### src/sv/rfd_pkg.sv
// Shared types, codes and constants of the RPC frame deframer.
package rfd_pkg;

    localparam int LEN_BITS_DEF = 16;
    localparam int MIN_FRAME    = 26;
    localparam int WORD_BYTES   = 4;
    localparam int AFTER_REQ    = 17;
    localparam int AFTER_METH   = 13;
    localparam int AFTER_INFO   = 5;
    localparam int CKSUM_TAIL   = 5;
    localparam int CFG_IDX_W    = 2;
    localparam int CFG_DATA_W   = 16;
    localparam int TDATA_W      = 64;

    localparam logic [7:0]  START_MARKER_RST  = 8'd2;
    localparam logic [7:0]  END_MARKER_RST    = 8'd3;
    localparam logic [15:0] MAX_FRAME_LEN_RST = 16'hFFFF;

    localparam logic [CFG_IDX_W-1:0] REG_START_MARKER  = 2'd0;
    localparam logic [CFG_IDX_W-1:0] REG_END_MARKER    = 2'd1;
    localparam logic [CFG_IDX_W-1:0] REG_MAX_FRAME_LEN = 2'd2;

    localparam logic [2:0] KIND_REQ_ID    = 3'd0;
    localparam logic [2:0] KIND_METHOD    = 3'd1;
    localparam logic [2:0] KIND_ERR_INFO  = 3'd2;
    localparam logic [2:0] KIND_PAYLOAD   = 3'd3;
    localparam logic [2:0] KIND_FRAME_END = 3'd4;

    localparam logic [1:0] STATUS_OK       = 2'd0;
    localparam logic [1:0] STATUS_END_BAD  = 2'd1;
    localparam logic [1:0] STATUS_OVERRUN  = 2'd2;
    localparam logic [1:0] STATUS_BAD_LEN  = 2'd3;

    typedef enum logic [3:0] {
        PH_HUNT,
        PH_LEN,
        PH_REQLEN,
        PH_REQ,
        PH_METHLEN,
        PH_METH,
        PH_ERR,
        PH_INFOLEN,
        PH_INFO,
        PH_PAYLOAD,
        PH_SKIP
    } phase_t;

    typedef struct packed {
        logic [7:0]  start_marker;
        logic [7:0]  end_marker;
        logic [15:0] max_frame_len;
    } cfg_t;

    typedef struct packed {
        logic [2:0]         kind;
        logic [7:0]         data_byte;
        logic [1:0]         status;
        logic [15:0]        frame_len;
        logic signed [31:0] code_word;
    } result_t;

endpackage

### src/sv/rpc_frame_deframer_core.sv
// Top level of the RPC frame deframer: config port, parser and output stage.
//
// Takes one received byte per clock on the s_ stream and sustains one byte per
// cycle while the output stage has room: each byte passes an input register,
// a combinational parse step and a result register in the output stage before
// its result is presented on the m_ stream. The parse state is updated once per
// byte in that parse step. Each content
// byte of the request id, method name, error info and payload leaves as one
// transaction tagged by kind; a frame end, or a rejected length word, leaves
// one transaction carrying status, frame length and error code. Bytes that
// give no result leave nothing. A two-entry output stage keeps the input side
// running while one result waits on m_tready. Configuration writes are always
// ready and take effect the next cycle; write them only while the block is idle.
module rpc_frame_deframer_core
#(
    parameter int LEN_BITS = rfd_pkg::LEN_BITS_DEF
)
(
    input  logic                              clk,
    input  logic                              rst_n,
    input  logic                              s_tvalid,
    output logic                              s_tready,
    input  logic [7:0]                        s_tdata,   // [7:0] byte_in
    output logic                              m_tvalid,
    input  logic                              m_tready,
    output logic [rfd_pkg::TDATA_W-1:0]       m_tdata,   // [7:0] data_byte, [9:8] status,
                                                         // [25:10] frame_len,
                                                         // [57:26] code_word, rest zero
    output logic [2:0]                        m_tuser,   // [2:0] kind
    input  logic                              cfg_valid,
    output logic                              cfg_ready,
    input  logic [rfd_pkg::CFG_IDX_W-1:0]     cfg_index,
    input  logic [rfd_pkg::CFG_DATA_W-1:0]    cfg_data
);

    rfd_pkg::cfg_t    cfg;
    rfd_pkg::result_t res;
    rfd_pkg::result_t out_res;
    logic             res_valid;
    logic             res_ready;

    rfd_cfg_regs u_cfg
    (
        .clk       (clk),
        .rst_n     (rst_n),
        .cfg_valid (cfg_valid),
        .cfg_ready (cfg_ready),
        .cfg_index (cfg_index),
        .cfg_data  (cfg_data),
        .cfg       (cfg)
    );

    rfd_parser #(.LEN_BITS(LEN_BITS)) u_parser
    (
        .clk       (clk),
        .rst_n     (rst_n),
        .in_valid  (s_tvalid),
        .in_ready  (s_tready),
        .in_byte   (s_tdata),
        .cfg       (cfg),
        .res_ready (res_ready),
        .res_valid (res_valid),
        .res       (res)
    );

    rfd_out_buf u_out
    (
        .clk        (clk),
        .rst_n      (rst_n),
        .push_valid (res_valid),
        .push_ready (res_ready),
        .push_data  (res),
        .pop_valid  (m_tvalid),
        .pop_ready  (m_tready),
        .pop_data   (out_res)
    );

    assign m_tuser = out_res.kind;
    assign m_tdata = {6'b0, out_res.code_word, out_res.frame_len,
                      out_res.status, out_res.data_byte};

    a_res_has_room: assert property (@(posedge clk) disable iff (!rst_n)
        res_valid |-> res_ready)
        else $error("result produced with no room in output stage");

    a_kind_range: assert property (@(posedge clk) disable iff (!rst_n)
        m_tvalid |-> (m_tuser <= rfd_pkg::KIND_FRAME_END))
        else $error("result kind out of range");

    a_byte_no_summary: assert property (@(posedge clk) disable iff (!rst_n)
        (m_tvalid && (m_tuser != rfd_pkg::KIND_FRAME_END)) |-> (m_tdata[57:8] == '0))
        else $error("content byte carries frame summary fields");

    a_end_no_byte: assert property (@(posedge clk) disable iff (!rst_n)
        (m_tvalid && (m_tuser == rfd_pkg::KIND_FRAME_END)) |-> (m_tdata[7:0] == '0))
        else $error("frame end carries a data byte");

endmodule

### src/sv/rfd_cfg_regs.sv
// Configuration register file of the RPC frame deframer.
module rfd_cfg_regs
(
    input  logic                             clk,
    input  logic                             rst_n,
    input  logic                             cfg_valid,
    output logic                             cfg_ready,
    input  logic [rfd_pkg::CFG_IDX_W-1:0]    cfg_index,
    input  logic [rfd_pkg::CFG_DATA_W-1:0]   cfg_data,
    output rfd_pkg::cfg_t                    cfg
);

    rfd_pkg::cfg_t cfg_reg;

    assign cfg_ready = 1'b1;
    assign cfg       = cfg_reg;

    always_ff @(posedge clk or negedge rst_n)
    begin
        if (!rst_n)
        begin
            cfg_reg.start_marker  <= rfd_pkg::START_MARKER_RST;
            cfg_reg.end_marker    <= rfd_pkg::END_MARKER_RST;
            cfg_reg.max_frame_len <= rfd_pkg::MAX_FRAME_LEN_RST;
        end
        else if (cfg_valid && cfg_ready)
        begin
            case (cfg_index)
                rfd_pkg::REG_START_MARKER:  cfg_reg.start_marker  <= cfg_data[7:0];
                rfd_pkg::REG_END_MARKER:    cfg_reg.end_marker    <= cfg_data[7:0];
                rfd_pkg::REG_MAX_FRAME_LEN: cfg_reg.max_frame_len <= cfg_data[15:0];
                default:                    cfg_reg <= cfg_reg;
            endcase
        end
    end

endmodule

### src/sv/rfd_parser.sv
// Input byte register and frame parsing state machine.
module rfd_parser
#(
    parameter int LEN_BITS = rfd_pkg::LEN_BITS_DEF
)
(
    input  logic             clk,
    input  logic             rst_n,
    input  logic             in_valid,
    output logic             in_ready,
    input  logic [7:0]       in_byte,
    input  rfd_pkg::cfg_t    cfg,
    input  logic             res_ready,
    output logic             res_valid,
    output rfd_pkg::result_t res
);

    localparam int PW = LEN_BITS + 1;

    logic                in_valid_reg;
    logic [7:0]          in_byte_reg;
    logic                fire;

    rfd_pkg::phase_t     phase_reg, phase_next;
    logic [LEN_BITS-1:0] pos_reg, pos_next;
    logic [LEN_BITS-1:0] total_reg, total_next;
    logic [31:0]         shift_reg, shift_next;
    logic [LEN_BITS-1:0] rem_reg, rem_next;
    logic [31:0]         err_reg, err_next;
    logic                ovf_reg, ovf_next;

    logic [LEN_BITS-1:0] pos_inc;
    logic [31:0]         shift_inc;
    logic [LEN_BITS-1:0] rem_dec;
    logic [PW-1:0]       after;
    logic [PW-1:0]       need;
    logic [PW-1:0]       avail;
    logic                w_gt_avail;
    logic                end_hit;
    logic                pay_live;
    logic                len_bad;

    assign fire     = in_valid_reg && res_ready;
    assign in_ready = !in_valid_reg || fire;

    always_ff @(posedge clk or negedge rst_n)
    begin
        if (!rst_n)
        begin
            in_valid_reg <= 1'b0;
            in_byte_reg  <= '0;
        end
        else if (in_ready)
        begin
            in_valid_reg <= in_valid;
            if (in_valid)
            begin
                in_byte_reg <= in_byte;
            end
        end
    end

    always_ff @(posedge clk or negedge rst_n)
    begin
        if (!rst_n)
        begin
            phase_reg <= rfd_pkg::PH_HUNT;
            pos_reg   <= '0;
            total_reg <= '0;
            shift_reg <= '0;
            rem_reg   <= '0;
            err_reg   <= '0;
            ovf_reg   <= 1'b0;
        end
        else
        begin
            phase_reg <= phase_next;
            pos_reg   <= pos_next;
            total_reg <= total_next;
            shift_reg <= shift_next;
            rem_reg   <= rem_next;
            err_reg   <= err_next;
            ovf_reg   <= ovf_next;
        end
    end

    always_comb
    begin
        pos_inc   = pos_reg + 1'b1;
        shift_inc = {shift_reg[23:0], in_byte_reg};
        rem_dec   = rem_reg - 1'b1;

        case (phase_reg)
            rfd_pkg::PH_REQLEN:  after = PW'(rfd_pkg::AFTER_REQ);
            rfd_pkg::PH_METHLEN: after = PW'(rfd_pkg::AFTER_METH);
            default:             after = PW'(rfd_pkg::AFTER_INFO);
        endcase

        need       = {1'b0, pos_inc} + after;
        avail      = ({1'b0, total_reg} >= need) ? ({1'b0, total_reg} - need) : '0;
        w_gt_avail = shift_inc > 32'(avail);
        end_hit    = (phase_reg != rfd_pkg::PH_LEN) && (total_reg != '0) &&
                     (pos_reg == total_reg - 1'b1);
        pay_live   = ({1'b0, pos_reg} + PW'(rfd_pkg::CKSUM_TAIL)) < {1'b0, total_reg};
        len_bad    = (shift_inc < 32'(rfd_pkg::MIN_FRAME)) ||
                     (shift_inc > 32'(cfg.max_frame_len)) ||
                     ((shift_inc >> LEN_BITS) != '0);

        phase_next = phase_reg;
        pos_next   = pos_reg;
        total_next = total_reg;
        shift_next = shift_reg;
        rem_next   = rem_reg;
        err_next   = err_reg;
        ovf_next   = ovf_reg;
        res_valid  = 1'b0;
        res        = '0;

        if (fire)
        begin
            if (phase_reg == rfd_pkg::PH_HUNT)
            begin
                if (in_byte_reg == cfg.start_marker)
                begin
                    phase_next = rfd_pkg::PH_LEN;
                    pos_next   = LEN_BITS'(1);
                    total_next = '0;
                    err_next   = '0;
                    ovf_next   = 1'b0;
                    rem_next   = LEN_BITS'(rfd_pkg::WORD_BYTES);
                    shift_next = '0;
                end
            end
            else
            begin
                pos_next = pos_inc;
                if (end_hit)
                begin
                    phase_next     = rfd_pkg::PH_HUNT;
                    res_valid      = 1'b1;
                    res.kind       = rfd_pkg::KIND_FRAME_END;
                    res.status     = ovf_reg ? rfd_pkg::STATUS_OVERRUN :
                                     (in_byte_reg != cfg.end_marker) ?
                                     rfd_pkg::STATUS_END_BAD : rfd_pkg::STATUS_OK;
                    res.frame_len  = 16'(total_reg);
                    res.code_word  = err_reg;
                end
                else
                begin
                    case (phase_reg)
                        rfd_pkg::PH_REQ, rfd_pkg::PH_METH, rfd_pkg::PH_INFO:
                        begin
                            rem_next      = rem_dec;
                            res_valid     = 1'b1;
                            res.data_byte = in_byte_reg;
                            if (phase_reg == rfd_pkg::PH_REQ)
                            begin
                                res.kind = rfd_pkg::KIND_REQ_ID;
                            end
                            else if (phase_reg == rfd_pkg::PH_METH)
                            begin
                                res.kind = rfd_pkg::KIND_METHOD;
                            end
                            else
                            begin
                                res.kind = rfd_pkg::KIND_ERR_INFO;
                            end
                            if (rem_dec == '0)
                            begin
                                if (phase_reg == rfd_pkg::PH_INFO)
                                begin
                                    phase_next = rfd_pkg::PH_PAYLOAD;
                                end
                                else
                                begin
                                    phase_next = (phase_reg == rfd_pkg::PH_REQ) ?
                                                 rfd_pkg::PH_METHLEN : rfd_pkg::PH_ERR;
                                    rem_next   = LEN_BITS'(rfd_pkg::WORD_BYTES);
                                    shift_next = '0;
                                end
                            end
                        end
                        rfd_pkg::PH_PAYLOAD:
                        begin
                            if (pay_live)
                            begin
                                res_valid     = 1'b1;
                                res.kind      = rfd_pkg::KIND_PAYLOAD;
                                res.data_byte = in_byte_reg;
                            end
                        end
                        rfd_pkg::PH_SKIP:
                        begin
                            phase_next = rfd_pkg::PH_SKIP;
                        end
                        default:
                        begin
                            shift_next = shift_inc;
                            rem_next   = rem_dec;
                            if (rem_dec == '0)
                            begin
                                case (phase_reg)
                                    rfd_pkg::PH_LEN:
                                    begin
                                        if (len_bad)
                                        begin
                                            phase_next    = rfd_pkg::PH_HUNT;
                                            res_valid     = 1'b1;
                                            res.kind      = rfd_pkg::KIND_FRAME_END;
                                            res.status    = rfd_pkg::STATUS_BAD_LEN;
                                            res.frame_len = (shift_inc > 32'hFFFF) ?
                                                            16'hFFFF : shift_inc[15:0];
                                        end
                                        else
                                        begin
                                            total_next = shift_inc[LEN_BITS-1:0];
                                            phase_next = rfd_pkg::PH_REQLEN;
                                            rem_next   = LEN_BITS'(rfd_pkg::WORD_BYTES);
                                            shift_next = '0;
                                        end
                                    end
                                    rfd_pkg::PH_ERR:
                                    begin
                                        err_next   = shift_inc;
                                        phase_next = rfd_pkg::PH_INFOLEN;
                                        rem_next   = LEN_BITS'(rfd_pkg::WORD_BYTES);
                                        shift_next = '0;
                                    end
                                    default:
                                    begin
                                        if (w_gt_avail)
                                        begin
                                            ovf_next   = 1'b1;
                                            phase_next = rfd_pkg::PH_SKIP;
                                        end
                                        else if (shift_inc == '0)
                                        begin
                                            case (phase_reg)
                                                rfd_pkg::PH_REQLEN:
                                                    phase_next = rfd_pkg::PH_METHLEN;
                                                rfd_pkg::PH_METHLEN:
                                                    phase_next = rfd_pkg::PH_ERR;
                                                default:
                                                    phase_next = rfd_pkg::PH_PAYLOAD;
                                            endcase
                                            rem_next   = LEN_BITS'(rfd_pkg::WORD_BYTES);
                                            shift_next = '0;
                                        end
                                        else
                                        begin
                                            case (phase_reg)
                                                rfd_pkg::PH_REQLEN:
                                                    phase_next = rfd_pkg::PH_REQ;
                                                rfd_pkg::PH_METHLEN:
                                                    phase_next = rfd_pkg::PH_METH;
                                                default:
                                                    phase_next = rfd_pkg::PH_INFO;
                                            endcase
                                            rem_next = shift_inc[LEN_BITS-1:0];
                                        end
                                    end
                                endcase
                            end
                        end
                    endcase
                end
            end
        end
    end

endmodule

### src/sv/rfd_out_buf.sv
// Two-entry result register with skid slot toward the output stream.
module rfd_out_buf
(
    input  logic             clk,
    input  logic             rst_n,
    input  logic             push_valid,
    output logic             push_ready,
    input  rfd_pkg::result_t push_data,
    output logic             pop_valid,
    input  logic             pop_ready,
    output rfd_pkg::result_t pop_data
);

    logic             main_valid_reg;
    logic             skid_valid_reg;
    rfd_pkg::result_t main_reg;
    rfd_pkg::result_t skid_reg;
    logic             pop;

    assign push_ready = !skid_valid_reg;
    assign pop_valid  = main_valid_reg;
    assign pop_data   = main_reg;
    assign pop        = main_valid_reg && pop_ready;

    always_ff @(posedge clk or negedge rst_n)
    begin
        if (!rst_n)
        begin
            main_valid_reg <= 1'b0;
            skid_valid_reg <= 1'b0;
        end
        else if (pop)
        begin
            if (skid_valid_reg)
            begin
                skid_valid_reg <= 1'b0;
            end
            else
            begin
                main_valid_reg <= push_valid;
            end
        end
        else if (push_valid && push_ready)
        begin
            if (!main_valid_reg)
            begin
                main_valid_reg <= 1'b1;
            end
            else
            begin
                skid_valid_reg <= 1'b1;
            end
        end
    end

    always_ff @(posedge clk)
    begin
        if (pop)
        begin
            main_reg <= skid_valid_reg ? skid_reg : push_data;
        end
        else if (push_valid && push_ready)
        begin
            if (!main_valid_reg)
            begin
                main_reg <= push_data;
            end
            else
            begin
                skid_reg <= push_data;
            end
        end
    end

endmodule
### config.mk
export PLATFORM = sky130hd
export DESIGN_NAME = rpc_frame_deframer_core
export DESIGN_NICKNAME = d
export VERILOG_FILES = /design/src/sv/rfd_pkg.sv /design/src/sv/rpc_frame_deframer_core.sv /design/src/sv/rfd_cfg_regs.sv /design/src/sv/rfd_parser.sv /design/src/sv/rfd_out_buf.sv
export SDC_FILE = /design/constraint.sdc
export NUM_CORES = 1
export LEC_CHECK = 0
export BUFFER_PORTS_ARGS = -buffer_cell sky130_fd_sc_hd__buf_2
export CAP_MARGIN = 20
export CORE_UTILIZATION = 45
export DETAILED_ROUTE_END_ITERATION = 8
export GPL_TIMING_DRIVEN = 0
export MAX_ROUTING_LAYER = met4
export PLACE_DENSITY_LB_ADDON = 0.2
export RECOVER_POWER = 100
export REMOVE_ABC_BUFFERS = 1
export SETUP_SLACK_MARGIN = 0.05
export SKIP_LAST_GASP = 1
export SYNTH_ARGS = -nofsm -noshare
export SYNTH_HDL_FRONTEND = slang
export SYNTH_SLANG_ARGS = --single-unit
### constraint.sdc
create_clock -name clk -period 10.3 [get_ports clk]
set_input_delay 3.09 -clock clk [delete_from_list [all_inputs] [get_ports clk]]
set_output_delay 3.09 -clock clk [all_outputs]
set_load 0.05 [all_outputs]
=== Word-level counts from Yosys, hierarchy flattened ===
Cells that the tools add are included.

* Bitwise logic cells: 1
* Order comparisons: 6
* Reduce and logical (&&, ||, !) cells: 42
* Equal/unequal tests: 27
* Multiplexer cells: 98
* Add/subtract/negate cells: 6

{| class="wikitable"
|+ Operator list
! operator !! count
|-
| $mux W61 || 6
|-
| $mux W16 || 19
|-
| $mux W32 || 7
|-
| $mux W24 || 8
|-
| $pmux W24 S2 || 2
|-
| $mux W18 || 5
|-
| $pmux W16 S2 || 2
|-
| $gt A32 B16 Y1 || 1
|-
| $gt A32 B16 Y1 const B || 1
|-
| $gt A32 B17 Y1 || 1
|-
| $logic_not A32 Y1 || 1
|-
| $lt A32 B5 Y1 const B || 1
|-
| $mux W4 || 8
|-
| $reduce_bool A32 Y1 || 1
|-
| $sub A16 B1 Y16 const B || 2
|-
| $pmux W4 S2 || 3
|-
| $mux W1 || 21
|-
| $add A16 B3 Y17 const B || 1
|-
| $add A16 B5 Y17 || 1
|-
| $ge A16 B17 Y1 || 1
|-
| $lt A17 B16 Y1 || 1
|-
| $mux W17 || 1
|-
| $sub A16 B17 Y17 || 1
|-
| $add A16 B1 Y16 const B || 1
|-
| other kinds (42) || 84
|}

* Output and inout bits: 70
* Word-level logic and storage cells: 204
* Bits of input ports: 31
* Flip-flop bits (word level): 274

=== Logic depth before layout (Yosys ltp) ===
* Word-level depth: 13
* Gate-level depth with buffers: 32
* Mapped depth without buffers: 29

=== Cells and area by module ===
A second synthesis with hierarchy kept.

* Cells, all modules: 1504
* Area total of the unflattened synthesis: 16025.4 sq um

{| class="wikitable"
|+ Modules (own cells, without submodules)
! module !! area an instance (sq um) !! times used !! sequential area each (sq um) !! cells each
|-
| rfd_parser || 10151.0 || 1 || 2952.8 || 1225
|-
| rfd_out_buf || 4568.1 || 1 || 3713.6 || 202
|-
| rfd_cfg_regs || 1257.5 || 1 || 824.5 || 70
|-
| rpc_frame_deframer_core || 48.8 || 1 || 0.0 || 7
|}

=== Least setup slack after synthesis ===
Ideal clock, no wire load.

* Kind: flip-flop to flip-flop
* From: register u_parser.total_reg[1]
* To: register u_out.main_reg (netlist bit u_out.pop_data[0]) (enable)
* Path slack: 2.379 ns
* Arrival time: 7.356 ns
* Required time: 9.736 ns
* Setup time: 0.564 ns
* Stages on the path, launching flop included: 13
* Path buffers: 2
* Cells stage by stage: dfrtp_1 > inv_1 > ha_1 > or4b_1 > clkbuf_1 > nor4_1 > xnor2_1 > nand3_1 > or4b_4 > or2_1 > buf_2 > a31o_2 > o21ai_0

* Cells in the longest elaborated chain, start to end: 9
* Elaborated cells between the ends (all ways): 14
* Classes of those cells: add/sub (1); order compare (1); eq/ne (1); mux (5); reduce/logical (6)

{| class="wikitable"
|+ Ends and longest elaborated chain
! element !! line !! text
|-
| start: declaration || rfd_parser.sv:26 || <nowiki>logic [LEN_BITS-1:0] total_reg, total_next;</nowiki>
|-
| start signal: assignment || rfd_parser.sv:79 || <nowiki>total_reg <= total_next;</nowiki>
|-
| $sub A16 B1 Y16, or another cell as far along || rfd_parser.sv:103 || <nowiki>(pos_reg == total_reg - 1'b1);</nowiki>
|-
| $eq A16 B16 Y1, or another cell as far along || rfd_parser.sv:103 ||
|-
| $logic_and A1 B1 Y1 or $pmux W1 S3 (tied branches) || rfd_parser.sv:102, rfd_parser.sv:150 ||
|-
| $mux W1 * || rfd_parser.sv:137 || <nowiki>if (end_hit)</nowiki>
|-
| $mux W1 * || rfd_parser.sv:121 || <nowiki>if (phase_reg == rfd_pkg::PH_HUNT)</nowiki>
|-
| $mux W1 * || rfd_parser.sv:119 || <nowiki>if (fire)</nowiki>
|-
| $logic_and A1 B1 Y1 * || rfd_out_buf.sv:62 || <nowiki>else if (push_valid && push_ready)</nowiki>
|-
| $reduce_bool A2 Y1 (no line) * || - ||
|-
| $reduce_and A2 Y1 (no line) * || - ||
|-
| end signal: assignment || rfd_out_buf.sv:60 || <nowiki>main_reg <= skid_valid_reg ? skid_reg : push_data;</nowiki>
|-
| end signal: assignment || rfd_out_buf.sv:66 || <nowiki>main_reg <= push_data;</nowiki>
|-
| end: declaration || rfd_out_buf.sv:16 || <nowiki>rfd_pkg::result_t main_reg;</nowiki>
|}

Every way passes the cells marked *; elsewhere a longest branch is shown, timed or not.
A chain may end at the register's enable or synchronous reset.

=== Worst setup path in the final report ===
* From: register u_parser.phase_reg[1]
* To: register u_parser.shift_reg[14]

* Cells in the longest elaborated chain, start to end: 12
* Elaborated cells between the ends (all ways): 33
* Classes of those cells: add/sub (2); order compare (2); eq/ne (15); mux (8); reduce/logical (6)

{| class="wikitable"
|+ Ends and longest elaborated chain
! element !! line !! text
|-
| start: declaration || rfd_parser.sv:24 || <nowiki>rfd_pkg::phase_t phase_reg, phase_next;</nowiki>
|-
| start signal: assignment || rfd_parser.sv:67 || <nowiki>phase_reg <= rfd_pkg::PH_HUNT;</nowiki>
|-
| start signal: assignment || rfd_parser.sv:77 || <nowiki>phase_reg <= phase_next;</nowiki>
|-
| $eq A4 B3 Y1 or $eq A4 B2 Y1 (tied branches) || rfd_parser.sv:93 || <nowiki>case (phase_reg)</nowiki>
|-
| $pmux W5 S2 || rfd_parser.sv:93 ||
|-
| $add A16 B5 Y17 || rfd_parser.sv:99 || <nowiki>need = {1'b0, pos_inc} + after;</nowiki>
|-
| $sub A16 B17 Y17 or $ge A16 B17 Y1 (tied branches) || rfd_parser.sv:100 || <nowiki>avail = ({1'b0, total_reg} >= need) ? ({1'b0, total_reg} - need) : '0;</nowiki>
|-
| $mux W17 || rfd_parser.sv:100 ||
|-
| $gt A32 B17 Y1 || rfd_parser.sv:101 || <nowiki>w_gt_avail = shift_inc > 32'(avail);</nowiki>
|-
| $mux W24 || rfd_parser.sv:231 || <nowiki>if (w_gt_avail)</nowiki>
|-
| $pmux W24 S2 || rfd_parser.sv:202 || <nowiki>case (phase_reg)</nowiki>
|-
| $mux W24 || rfd_parser.sv:200 || <nowiki>if (rem_dec == '0)</nowiki>
|-
| $pmux W24 S2 || rfd_parser.sv:150 || <nowiki>case (phase_reg)</nowiki>
|-
| $mux W24 || rfd_parser.sv:137 ||
|-
| $mux W24 || rfd_parser.sv:121 ||
|-
| end signal: assignment || rfd_parser.sv:80 || <nowiki>shift_reg <= shift_next;</nowiki>
|-
| end: declaration || rfd_parser.sv:27 || <nowiki>logic [31:0] shift_reg, shift_next;</nowiki>
|}

Parallel ways exist; a longest one is shown, timed or not. The select of a mux whose other input is x is not followed.

==> flow_results.org <==
** Power and ir drop
- For this design the static power due to leakage is 7.40 nW.
- Maximum resistive drop on vdd :: 160 uV
- Power per cell area :: 335 nW/um^2
- Total design power :: 5.85 mW

** Drt
- Remaining number of nets flagged by the antenna check after routing :: 0
- For this block, the via count after detailed routing is 12470.
- For this run, design rule violations remaining after detail routing come to 0.
- In this run, the number of DRC markers left after iteration 0 of detailed routing was 1047.
- DRT Pass-1 Iters :: 6
- After detailed routing, the number of vias per cell comes to 5.91.
- Dividing the detail-routed wire length by the instance count gives 20.5 um.
- Detailed-route wire length :: 43300 um

** Worst setup path
- Data on the critical path arrives at its endpoint at 9730 ps.
- For this design, the slowest cell found on the critical path is sky130_fd_sc_hd__a21oi_1.
- The critical path in this run is classified as reg -> reg.
- Count of buffer and inverter cells on the critical path :: 2
- CP delay by family, top :: compound AO/OA/AOI/OAI gates
- Required time worst endpoint :: 10750 ps
- On the worst path, the slowest cell contributes a delay of 940 ps.
- Critical Path Most Common Cell :: sky130_fd_sc_hd__a21oi_1
- In this run the worst path has a maximum fanout of 19.
- The worst setup path is launched from a register.
- STA classifies the critical path endpoint as a register.

** GRT
- In the global route stage, overall resource usage came out at 0.252.
- Global-route wire length before repair :: 68800 um
- Number of antenna violations at the first check in global routing :: 1
- Entering global routing, the biggest net connects 117 pins.
- Via count of the first global-routing pass :: 12014
- Total grt overflow :: 0

** Die
- In this run the count of I/O pins placed on the die edge is 101.
- The initial utilization of the core area, before any placement, comes to 0.457.
- Die boundary width :: 189 um
- Measured along the y axis, the die boundary spans 189 um.
- Row generation in the floorplan step produced 68 rows.
- The die covers 35900 sq um.
- The core region is 34500 sq um.

** CTS
- Clock tree synthesis selected as its root buffer the cell sky130_fd_sc_hd__clkbuf_16.
- Total number of clock tree sinks :: 274
- Clk pin slew, worst setup/hold paths :: 60 ps
- Buffers added to address setup during post-CTS repair amount to 0.
- CTS built an H-tree with a depth of 1.
- Skew-Pair Late Insertion Delay :: 570 ps
- TritonCTS built the clock tree.
- The clock passes through at most 3 buffers.
- # resized after CTS :: 0
- The number of hold buffers added after CTS was 0.
- Counting the buffers created by CTS gives 31.

** Timing
- Final period utilization :: 0.901
- Hold Vio Cnt, Final :: 0
- Measured against its own limit, the worst slew margin works out to -1.01.
- Number of setup violations in the final report :: 0
- The final max-slew violation count is 283.
- Subtracting the final worst setup slack from the clock period gives 9280 ps.
- Worst hold-check slack :: 504 ps
- Peak clock frequency supported by timing :: 108 MHz
- Transition time at the pin with the least slew margin :: 3010 ps
- RSZ-0062 raised after global routing :: false
- Between clock sinks in the finished design, the worst skew comes to 18.4 ps.
- Setup slack on the critical path of the routed design comes to 1020 ps.

** Status
- The run finished, with violations left.
- The final reports fail on capacitance limit, slew limit.

** Layout
- Fill cell total of the finished layout :: 3215
- Filler-free cell count of the finished design :: 2110
- In the final layout, the share of cells above drive strength 1 is 0.0973.
- After routing the design area is 17500 sq um.
- Footprint of the multi-input gates :: 7520 sq um
- Sequential Area :: 7490 sq um
- For this run, the post-layout net count is 1734.
- Area added between synthesis and finish :: 10.6%

** Synthesis
- Avg Inst Size Synth :: 9.95 sq um
- Number of standard cells after synthesis :: 1588
- Fraction of the yosys area taken by sequential cells :: 0.474
- In this run, distinct cell masters in the synthesized netlist total 85.
- After synthesis the cells add up to 15800 sq um.
- Leading cell types by count after synthesis :: 139 x sky130_fd_sc_hd__nand2_1, 133 x sky130_fd_sc_hd__dfrtp_1, 127 x sky130_fd_sc_hd__nor2_1
- Summed over all instances, the cell type with the most area after synthesis is sky130_fd_sc_hd__edfxtp_1.
- The share of synthesized area in the top cell type comes to 0.232.
- Cell with the most instances after synthesis :: sky130_fd_sc_hd__nand2_1
- By area the synthesized netlist is led by sky130_fd_sc_hd__edfxtp_1 23%, sky130_fd_sc_hd__dfrtp_1 21%, sky130_fd_sc_hd__ha_1 5.8%.
- In this run, synthesis produced a sequential element count of 274.
- Proportion of synthesized flip-flops having asynchronous set or reset :: 0.555
- Post-synth EDFFs :: 122
- For this run, the number of Yosys warnings is 0.
- Most instantiated flip-flop cell in the synthesis netlist :: sky130_fd_sc_hd__dfrtp_1

** Place
- The congestion estimate from routability-driven global placement came to 0.936.
- Detail Placement HPWL :: 30300 um
- Once placement completed, the tool counted placed cells totaling 2049.
- Area post-placement :: 16700 sq um
- Worst setup slack after placement :: 788 ps
- Buffers placed on the I/O ports in this run total 93.

** Run
- # Max-Cap Violations :: 7

** Hold path
- The min-delay analysis places its worst path in the category reg -> reg.
==> cell type report <==
type,instances,share of cell area
Clock buffer,40,0.0481
Timing Repair Buffer,115,0.0335
Clock inverter,18,0.00981
Multi-Input combinational cell,1131,0.431
Antenna cell,1,0.000143
Tap cell,455,0.0326
Inverter,76,0.0163
Sequential cell,274,0.429
==> metrics by stage <==
step / TNS, ps / utilization
finish: 0 / 0.506
global route: 0 / 0.506
CTS: 0 / 0.514
detailed placement: 0 / 0.485
global placement: -46610 / 0.473
floorplan: 0 / -
==> where the power goes <==
part / internal, mW / switching, mW / total (mW) / leakage [nW]
sequential: 1.46 / 0.389 / 1.85 / 3.05
clock: 0.631 / 0.462 / 1.09 / 0.493
combinational: 1.03 / 1.88 / 2.91 / 3.85
==> placed cells by master (no fill, tap or decap), types with 10 or more instances in the layout <==
cell type and n:
sky130_fd_sc_hd__ha_1 73, sky130_fd_sc_hd__inv_1 76, sky130_fd_sc_hd__and3_1 12, sky130_fd_sc_hd__buf_2 27, sky130_fd_sc_hd__clkbuf_1 86, sky130_fd_sc_hd__nor2b_1 13
sky130_fd_sc_hd__dfrtp_1 133, sky130_fd_sc_hd__xnor2_1 50, sky130_fd_sc_hd__nor3_1 57, sky130_fd_sc_hd__nor4_1 30, sky130_fd_sc_hd__xor2_1 35, sky130_fd_sc_hd__a22o_1 10
sky130_fd_sc_hd__nand4_1 29, sky130_fd_sc_hd__a21oi_1 56, sky130_fd_sc_hd__a21o_1 54, sky130_fd_sc_hd__a31oi_1 10, sky130_fd_sc_hd__a2bb2oi_1 17, sky130_fd_sc_hd__or3_1 12
sky130_fd_sc_hd__dfstp_2 19, sky130_fd_sc_hd__o31ai_1 50, sky130_fd_sc_hd__nand2_1 138, sky130_fd_sc_hd__clkbuf_16 32, sky130_fd_sc_hd__o21ai_0 110, sky130_fd_sc_hd__edfxtp_1 122
sky130_fd_sc_hd__mux2_2 41, sky130_fd_sc_hd__mux2i_1 27, sky130_fd_sc_hd__nand3_1 29, sky130_fd_sc_hd__nand2b_1 17, sky130_fd_sc_hd__nor2_1 127
==> final timing paths <==
check	to	slack (ps)	start	depth (start not counted)
max	u_parser.shift_reg[14]	1020	u_parser.phase_reg[1]	30
min	u_parser.err_reg[31]	500	u_parser.err_reg[31]	1
max reg2reg	u_parser.shift_reg[14]	1020	u_parser.phase_reg[1]	30
min reg2reg	u_parser.err_reg[31]	500	u_parser.err_reg[31]	1
max in group asynchronous	u_parser.err_reg[0]	3250	rst_n	2
min in group asynchronous	u_cfg.cfg[23]	3160	rst_n	1
==> cell families after synthesis <==
logic type | after synthesis | share of synthesized area
AND/OR/NAND/NOR | 509 | 0.159
XOR/XNOR | 85 | 0.0471
AO/OA/AOI/OAI | 387 | 0.163
flip-flops | 274 | 0.474
adder cells (fa/ha/maj) | 75 | 0.0597
other | 2 | 0.000475
buffers and inverters | 188 | 0.0506
multiplexers | 68 | 0.0463
==> per-layer routing <==
metal | wire [um] | global-route usage
met1 | 19600 | 0.352
met2 | 19000 | 0.367
met3 | 3210 | 0.0419
met4 | 1540 | 0.0943
met5 | 0 | -
Note: power is estimated with default switching activity, not from simulation.
